### src/rtl/rars_pkg.sv
// shared types and constants for the range add / range sum tree
package rars_pkg;

	localparam int unsigned IDX_W = 10;
	localparam int unsigned AMT_W = 32;
	localparam int unsigned SUM_W = 64;
	localparam int unsigned FUNC_W = 2;

	// operation codes of an input word
	typedef enum logic [FUNC_W-1:0] {
		FUNC_ADD   = 2'd0,
		FUNC_SUM   = 2'd1,
		FUNC_CLEAR = 2'd2,
		FUNC_NOP   = 2'd3
	} func_t;

	// controller states
	typedef enum logic [6:0] {
		S_IDLE     = 7'b0000001,
		S_DISPATCH = 7'b0000010,
		S_READ     = 7'b0000100,
		S_CALC     = 7'b0001000,
		S_WRL      = 7'b0010000,
		S_RESULT   = 7'b0100000,
		S_CLEAR    = 7'b1000000
	} state_t;

	// commands from controller to datapath
	typedef struct packed {
		logic load;
		logic pass_init;
		logic pass_sel;
		logic rd;
		logic calc;
		logic wrl;
		logic step;
		logic clr_wr;
		logic out_load;
	} dp_cmd_t;

	// status from datapath to controller
	typedef struct packed {
		logic is_add;
		logic is_sum;
		logic is_clear;
		logic empty;
		logic has_second;
		logic full;
		logic dir;
		logic sweep_done;
		logic out_free;
	} dp_stat_t;

endpackage

### src/rtl/rars_ctrl.sv
// controller: sequences clearing, the two prefix walks and result hand-off
module rars_ctrl import rars_pkg::*; (
	input  logic     clk,
	input  logic     arst_n,
	input  logic     in_valid,
	output logic     in_ready,
	input  dp_stat_t stat,
	output dp_cmd_t  cmd,
	output state_t   state
);

	state_t state_q, state_d;
	logic   pass_q, pass_d;

	always_ff @(posedge clk or negedge arst_n) begin
		if (!arst_n) begin
			state_q <= S_CLEAR;
			pass_q  <= 1'b0;
		end else begin
			state_q <= state_d;
			pass_q  <= pass_d;
		end
	end

	// next state and commands
	always_comb begin
		state_d  = state_q;
		pass_d   = pass_q;
		cmd      = '0;
		in_ready = 1'b0;
		unique case (state_q)
			S_IDLE: begin
				in_ready = 1'b1;
				if (in_valid) begin
					cmd.load = 1'b1;
					state_d  = S_DISPATCH;
				end
			end
			S_DISPATCH: begin
				priority if (stat.is_clear) begin
					state_d = S_CLEAR;
				end else if (!(stat.is_add || stat.is_sum)) begin
					state_d = S_IDLE;
				end else if (stat.empty) begin
					state_d = stat.is_sum ? S_RESULT : S_IDLE;
				end else begin
					cmd.pass_init = 1'b1;
					pass_d        = 1'b0;
					state_d       = S_READ;
				end
			end
			S_READ: begin
				cmd.rd  = 1'b1;
				state_d = S_CALC;
			end
			S_CALC: begin
				cmd.calc = 1'b1;
				priority if (stat.full) begin
					if (!pass_q && stat.has_second) begin
						cmd.pass_init = 1'b1;
						cmd.pass_sel  = 1'b1;
						pass_d        = 1'b1;
						state_d       = S_READ;
					end else begin
						state_d = stat.is_sum ? S_RESULT : S_IDLE;
					end
				end else if (stat.is_add && stat.dir) begin
					state_d = S_WRL;
				end else begin
					cmd.step = 1'b1;
					state_d  = S_READ;
				end
			end
			S_WRL: begin
				cmd.wrl  = 1'b1;
				cmd.step = 1'b1;
				state_d  = S_READ;
			end
			S_RESULT: begin
				if (stat.out_free) begin
					cmd.out_load = 1'b1;
					state_d      = S_IDLE;
				end
			end
			S_CLEAR: begin
				cmd.clr_wr = 1'b1;
				if (stat.sweep_done) begin
					state_d = S_IDLE;
				end
			end
			default: begin
				state_d = S_IDLE;
			end
		endcase
	end

	assign state = state_q;

endmodule

### config.mk
export PLATFORM = sky130hd
export DESIGN_NAME = rars_ctrl
export DESIGN_NICKNAME = d
export VERILOG_FILES = /design/src/rtl/rars_pkg.sv /design/src/rtl/rars_ctrl.sv
export SDC_FILE = /design/constraint.sdc
export NUM_CORES = 1
export LEC_CHECK = 0
export ABC_AREA = 0
export BUFFER_PORTS_ARGS = -buffer_cell sky130_fd_sc_hd__buf_2
export CAP_MARGIN = 20
export CELL_PAD_IN_SITES_DETAIL_PLACEMENT = 1
export CELL_PAD_IN_SITES_GLOBAL_PLACEMENT = 1
export CORE_MARGIN = 5
export CORE_UTILIZATION = 28
export DETAILED_ROUTE_END_ITERATION = 12
export PLACE_DENSITY = 0.73
export SLEW_MARGIN = 10
export SYNTH_ARGS = -nofsm -noshare
export SYNTH_HDL_FRONTEND = slang
export SYNTH_SLANG_ARGS = --single-unit
### constraint.sdc
create_clock -name clk -period 1.6 [get_ports clk]
set_input_delay 0.16 -clock clk [delete_from_list [all_inputs] [get_ports clk]]
set_output_delay 0.16 -clock clk [all_outputs]
set_load 0.005 [all_outputs]
# Yosys cells after proc, flatten, opt, wreduce, memory -nomap -nowiden
# Index checks and enable logic that the tools add are counted.
[totals]
regBits = 8
latch_bits = 0
ram_bits = 0
romBits = 0
in_bits = 12
elab_cells = 60
n_memories = 0
[op_classes]
add_sub_neg = 0
n_mul = 0
n_div = 0
order_cmp = 0
n_eq_ne = 15
shifts = 0
muxes = 36
bitwise_logic = 0
n_reduce_logical = 7
[ops]
columns = ["operator", "count"]
rows = [
  ["$pmux W7 S7", 1],
  ["$mux W7", 6],
  ["$mux W1", 20],
  ["$mux W6", 3],
  ["$ne A2 B2 Y1 const B", 8],
  ["$eq A7 B1 Y1 const B", 1],
  ["$eq A7 B2 Y1 const B", 1],
  ["$eq A7 B3 Y1 const B", 1],
  ["$eq A7 B4 Y1 const B", 1],
  ["$eq A7 B5 Y1 const B", 1],
  ["$eq A7 B6 Y1 const B", 1],
  ["$eq A7 B7 Y1 const B", 1],
  ["$pmux W1 S2", 3],
  ["$reduce_and A6 Y1", 1],
  ["$mux W5", 1],
  ["$mux W2", 2],
  ["$reduce_and A3 Y1", 1],
  ["$logic_and A1 B1 Y1", 2],
  ["$reduce_bool A2 Y1", 1],
  ["$logic_not A1 Y1", 1],
  ["$logic_or A1 B1 Y1", 1],
]

# Longest topological paths before layout
[depth]
depth_word = 5
mapped_depth = 5
depth_no_buf = 4

# Worst setup path before layout
# OpenSTA, ideal clock, no wires.
[synth_path]
kind = "register to output"
start = "register state_q[3] (netlist: state[3])"
end = "output port cmd[0] (netlist bit)"
arrival_ns = 1.487
slack_ns = -0.047
stages_incl_launch_ff = 5
path_buffers = 1
cell_sequence = "dfrtp_1 > buf_4 > or3_4 > or4_4 > nor2_1"
[synth_lines]
columns = ["element", "line", "rtl"]
rows = [
  ["start: declaration", "rars_ctrl.sv:12", "state_t state_q, state_d;"],
  ["start signal: assignment", "rars_ctrl.sv:20", "state_q <= state_d;"],
  ["end: declaration", "rars_ctrl.sv:8", "output dp_cmd_t cmd,"],
]

==> results.tsv <==
stage	metric	value	unit
placed_design	gp_congestion	0.817	
synthesis	yosysUniqueCellTypes	32	
global_route	grt_max_degree	9	
synthesis	synth_edf_count	0	
clock_network	clock_sinks	8	
timing	finClkSkew	15.8	ps
worst_setup_path	endpoint	cmd[0]	
synthesis	yosys-top-cells-area	dfrtp_1 (29%), o21ai_0 (4.9%), dfstp_2 (4.3%)	
synthesis	syn_inst	67	
layout	utilization	50.0	%
synthesis	synth_area	614	µm²
floorplanning	start_util	28.6	%
run_status	run_status	finished, violations left	
timing	max_freq	528	MHz
timing	worst_pin_slew	361	ps
power_and_ir_drop	p_total	1150	µW
layout	multi_input_area	454	µm²
drt	wirelength	2460	µm
worst_setup_path	reg2reg_setup_slack	-130	ps
layout	final_nets	132	
layout	antennaDiodeCount	0	
clock_network	clk_latency	290	ps
power_and_ir_drop	pwr-share-seq	27.2	%
worst_setup_path	crit_type	reg -> out	
floorplanning	die_height	56.8	µm
worst_setup_path	crit_path_end_kind	primary output	
layout	fillers	256	
synthesis	ys_ff_latch	8	
power_and_ir_drop	share_comb_of_total_power	56.3	%
run_status	violations	negative setup slack	
worst_setup_path	crit_required	1440	ps
clock_network	cts_buffers	3	
clock_network	cts_root_buf	clkbuf_4	
power_and_ir_drop	peakVddDrop	0.442	mV
clock_network	path_clk_slew	70	ps
timing	fin_crit_sh	118	%
placed_design	numPortBuffers	28	
worst_setup_path	cpMaxStageDelayCell	or4_4	
timing	hold_viol	0	
global_route	grtUsageTotal	15.4	%
layout	area_delta_synth_final	74.9	%
worst_setup_path	startpoint	state[2]$_DFFE_PN0P_	
worst_setup_path	path_max_fanout	4	
drt	drcViolationCount	0	
flow_run	cap_violations	0	
power_and_ir_drop	swShare	40.0	%
power_and_ir_drop	p_clk_share	16.5	%
worst_setup_path	critPathLaunchType	register	
clock_network	cts_tree	done	
worst_setup_path	rr_worst_depth	7	
synthesis	synthFlopType	dfrtp_1	
layout	regArea	204	µm²
drt	drtPass1Iterations	4	
min_path	hp-class	in -> reg	
drt	detail_route.wl_per_cell	16.7	µm
power_and_ir_drop	power_density	1070	mW/mm²
timing	rsz0062_at_grt	true	
worst_setup_path	r2r-end	state[0]$_DFFE_PN0P_	
synthesis	syn_nets	79	
timing	setup_slack	-295	ps
global_route	grt_pass1_vias	820	
synthesis	yosys.area.top_type_share	28.5	%
worst_setup_path	arrival	1730	ps
power_and_ir_drop	leakage	0.000543	µW
global_route	grt-ovfl-total	0	
global_route	grt_antenna_before_repair	0	
synthesis	ys_seq_area_share	32.8	%
worst_setup_path	r2r-start	state[2]$_DFFE_PN0P_	
floorplanning	die-area	0.00323	mm²
drt	via_per_inst	5.05	
synthesis	synth_largest_area_cell	dfrtp_1	
layout	drive_above_1_share	62.2	%
timing	min_period	1890	ps
floorplanning	io_pins	29	
synthesis	async_reset_ff_share	100	%
floorplanning	core.rowCount	17	
floorplanning	core_area	0.00215	mm²
timing	finalSetupViolations	11	
drt	dr.first_iter.drc_count	11	
min_path	min-delay-start	stat[0]	
power_and_ir_drop	power_switching	460	µW
timing	max_slew_margin	75.8	%
power_and_ir_drop	p_int	689	µW
synthesis	yosysWarnings	0	
drt	vias	742	
drt	drtAntennaViolNets	0	
global_route	grt_pass1_wl	3860	µm
timing	finalMaxSlewViolations	0	
worst_setup_path	slowest_delay	450	ps
synthesis	syn_area_per_cell	9.17	µm²
floorplanning	die-width	56.8	µm
worst_setup_path	crit_chain	or3_4 -> or4_4 -> nor2_2 -> buf_2	
placed_design	dpl.hpwl	1610	µm
clock_network	htree_levels	1	
clock_network	clk_path_buf_depth	2	
## routing by layer
metal	vias to the layer above	track usage [%]	routed length [µm]
met5	-	0	0
met4	0	8.94	78
met3	7	2.07	103
met2	22	28.2	1310
met1	360	16.5	962
li1	353	-	-
## cells in the final DEF, fill, tap and decap left out, types with 2 or more instances in the layout
cell type,Yosys,layout
a21o_1,3,3
and2_1,2,2
and4b_1,2,2
buf_2,0,27
buf_4,2,18
buf_6,0,5
clkbuf_4,0,3
dfrtp_1,7,5
dfrtp_2,0,2
inv_1,5,4
nand2_1,2,2
nand2b_1,4,4
nor2_1,7,4
nor2_4,0,2
nor3_1,3,2
nor3_4,1,2
o21ai_0,6,5
## synthesized netlist by cell type (all sizes together), types with 2 or more instances
| cell | n |
|---|---|
| nor4 | 2 |
| dfrtp | 7 |
| and2 | 2 |
| nand3 | 2 |
| o21ai | 6 |
| nand4b | 2 |
| nand2 | 2 |
| inv | 5 |
| and4b | 2 |
| o22ai | 2 |
| nor2 | 7 |
| nor3 | 4 |
| buf | 2 |
| a21o | 3 |
| nand2b | 4 |
| or3 | 2 |
## final cells by class
type / instances / share of cell area [%]
Clock buffer: 4 / 2.44
Inverter: 5 / 1.75
Multi-Input combinational cell: 51 / 42.3
Sequential cell: 8 / 19.0
Tap cell: 28 / 3.26
Timing Repair Buffer: 51 / 31.3
## cells by family after synthesis
| kind of cell | Yosys count | synth area share [%] |
|---|---|---|
| simple gates | 33 | 39.3 |
| compound gates | 17 | 20.4 |
| flops | 8 | 32.8 |
| buf+inv | 8 | 6.11 |
| xor+xnor | 1 | 1.43 |
## worst min-delay path by stage
| stage | end | slack (ps) | cells past startpoint |
|---|---|---|---|
| 5_1_grt | state[5]$_DFFE_PN0P_ | 60 | 2 |
| 2_1_floorplan | pass_q$_DFFE_PN0P_ | -140 | 0 |
| 3_5_place_dp | state[3]$_DFFE_PN0P_ | 20 | 1 |
| 3_3_place_gp | state[5]$_DFFE_PN0P_ | 20 | 1 |
| 4_1_cts | state[5]$_DFFE_PN0P_ | 80 | 2 |
| 6_report | state[5]$_DFFE_PN0P_ | 60 | 2 |
## power groups by stage
stage          clock network (µW)  logic [µW]  registers [µW]
2_1_floorplan                   0         244             283
3_3_place_gp                    0         428             293
3_5_place_dp                    0         439             294
4_1_cts                       182         531             299
5_1_grt                       202         697             320
6_report                      190         647             312
## sequential cells by signal, summed over array words and instances, names as in the netlist
name / count
pass_q: 1
state: 7
## metrics by stage
| step | cell area, µm² | hold slack [ps] | setup slack, ps | instances | TNS [ps] |
|---|---|---|---|---|---|
| floorplan | 621 | -136 | 24.1 | 67 | 0 |
| global placement | 841 | 24.3 | 23.2 | 129 | 0 |
| detailed placement | 841 | 23.9 | -13.3 | 129 | -13.3 |
| CTS | 965 | 78.7 | -280 | 140 | -1070 |
| global route | 1070 | 63.3 | -336 | 147 | -2400 |
| finish | 1070 | 59.0 | -295 | 147 | -1510 |
## worst max-delay path, delay by kind of cell (launching register included)
family                 cells  cell delay (ps)
and+or+nand+nor            3              960
DFF                        1              390
buffers and inverters      1              110
## repair_timing
action / 4_1_cts / 5_1_grt
pin swaps: 8 / 7
gates resized for setup: 11 / 13
endpoints found under the setup margin: 9 / 13
buffers inserted: 6 / 9
endpoints found under the hold margin: 8 / 0
hold buffers: 1 / 0
(Power assumes the default switching activity.)
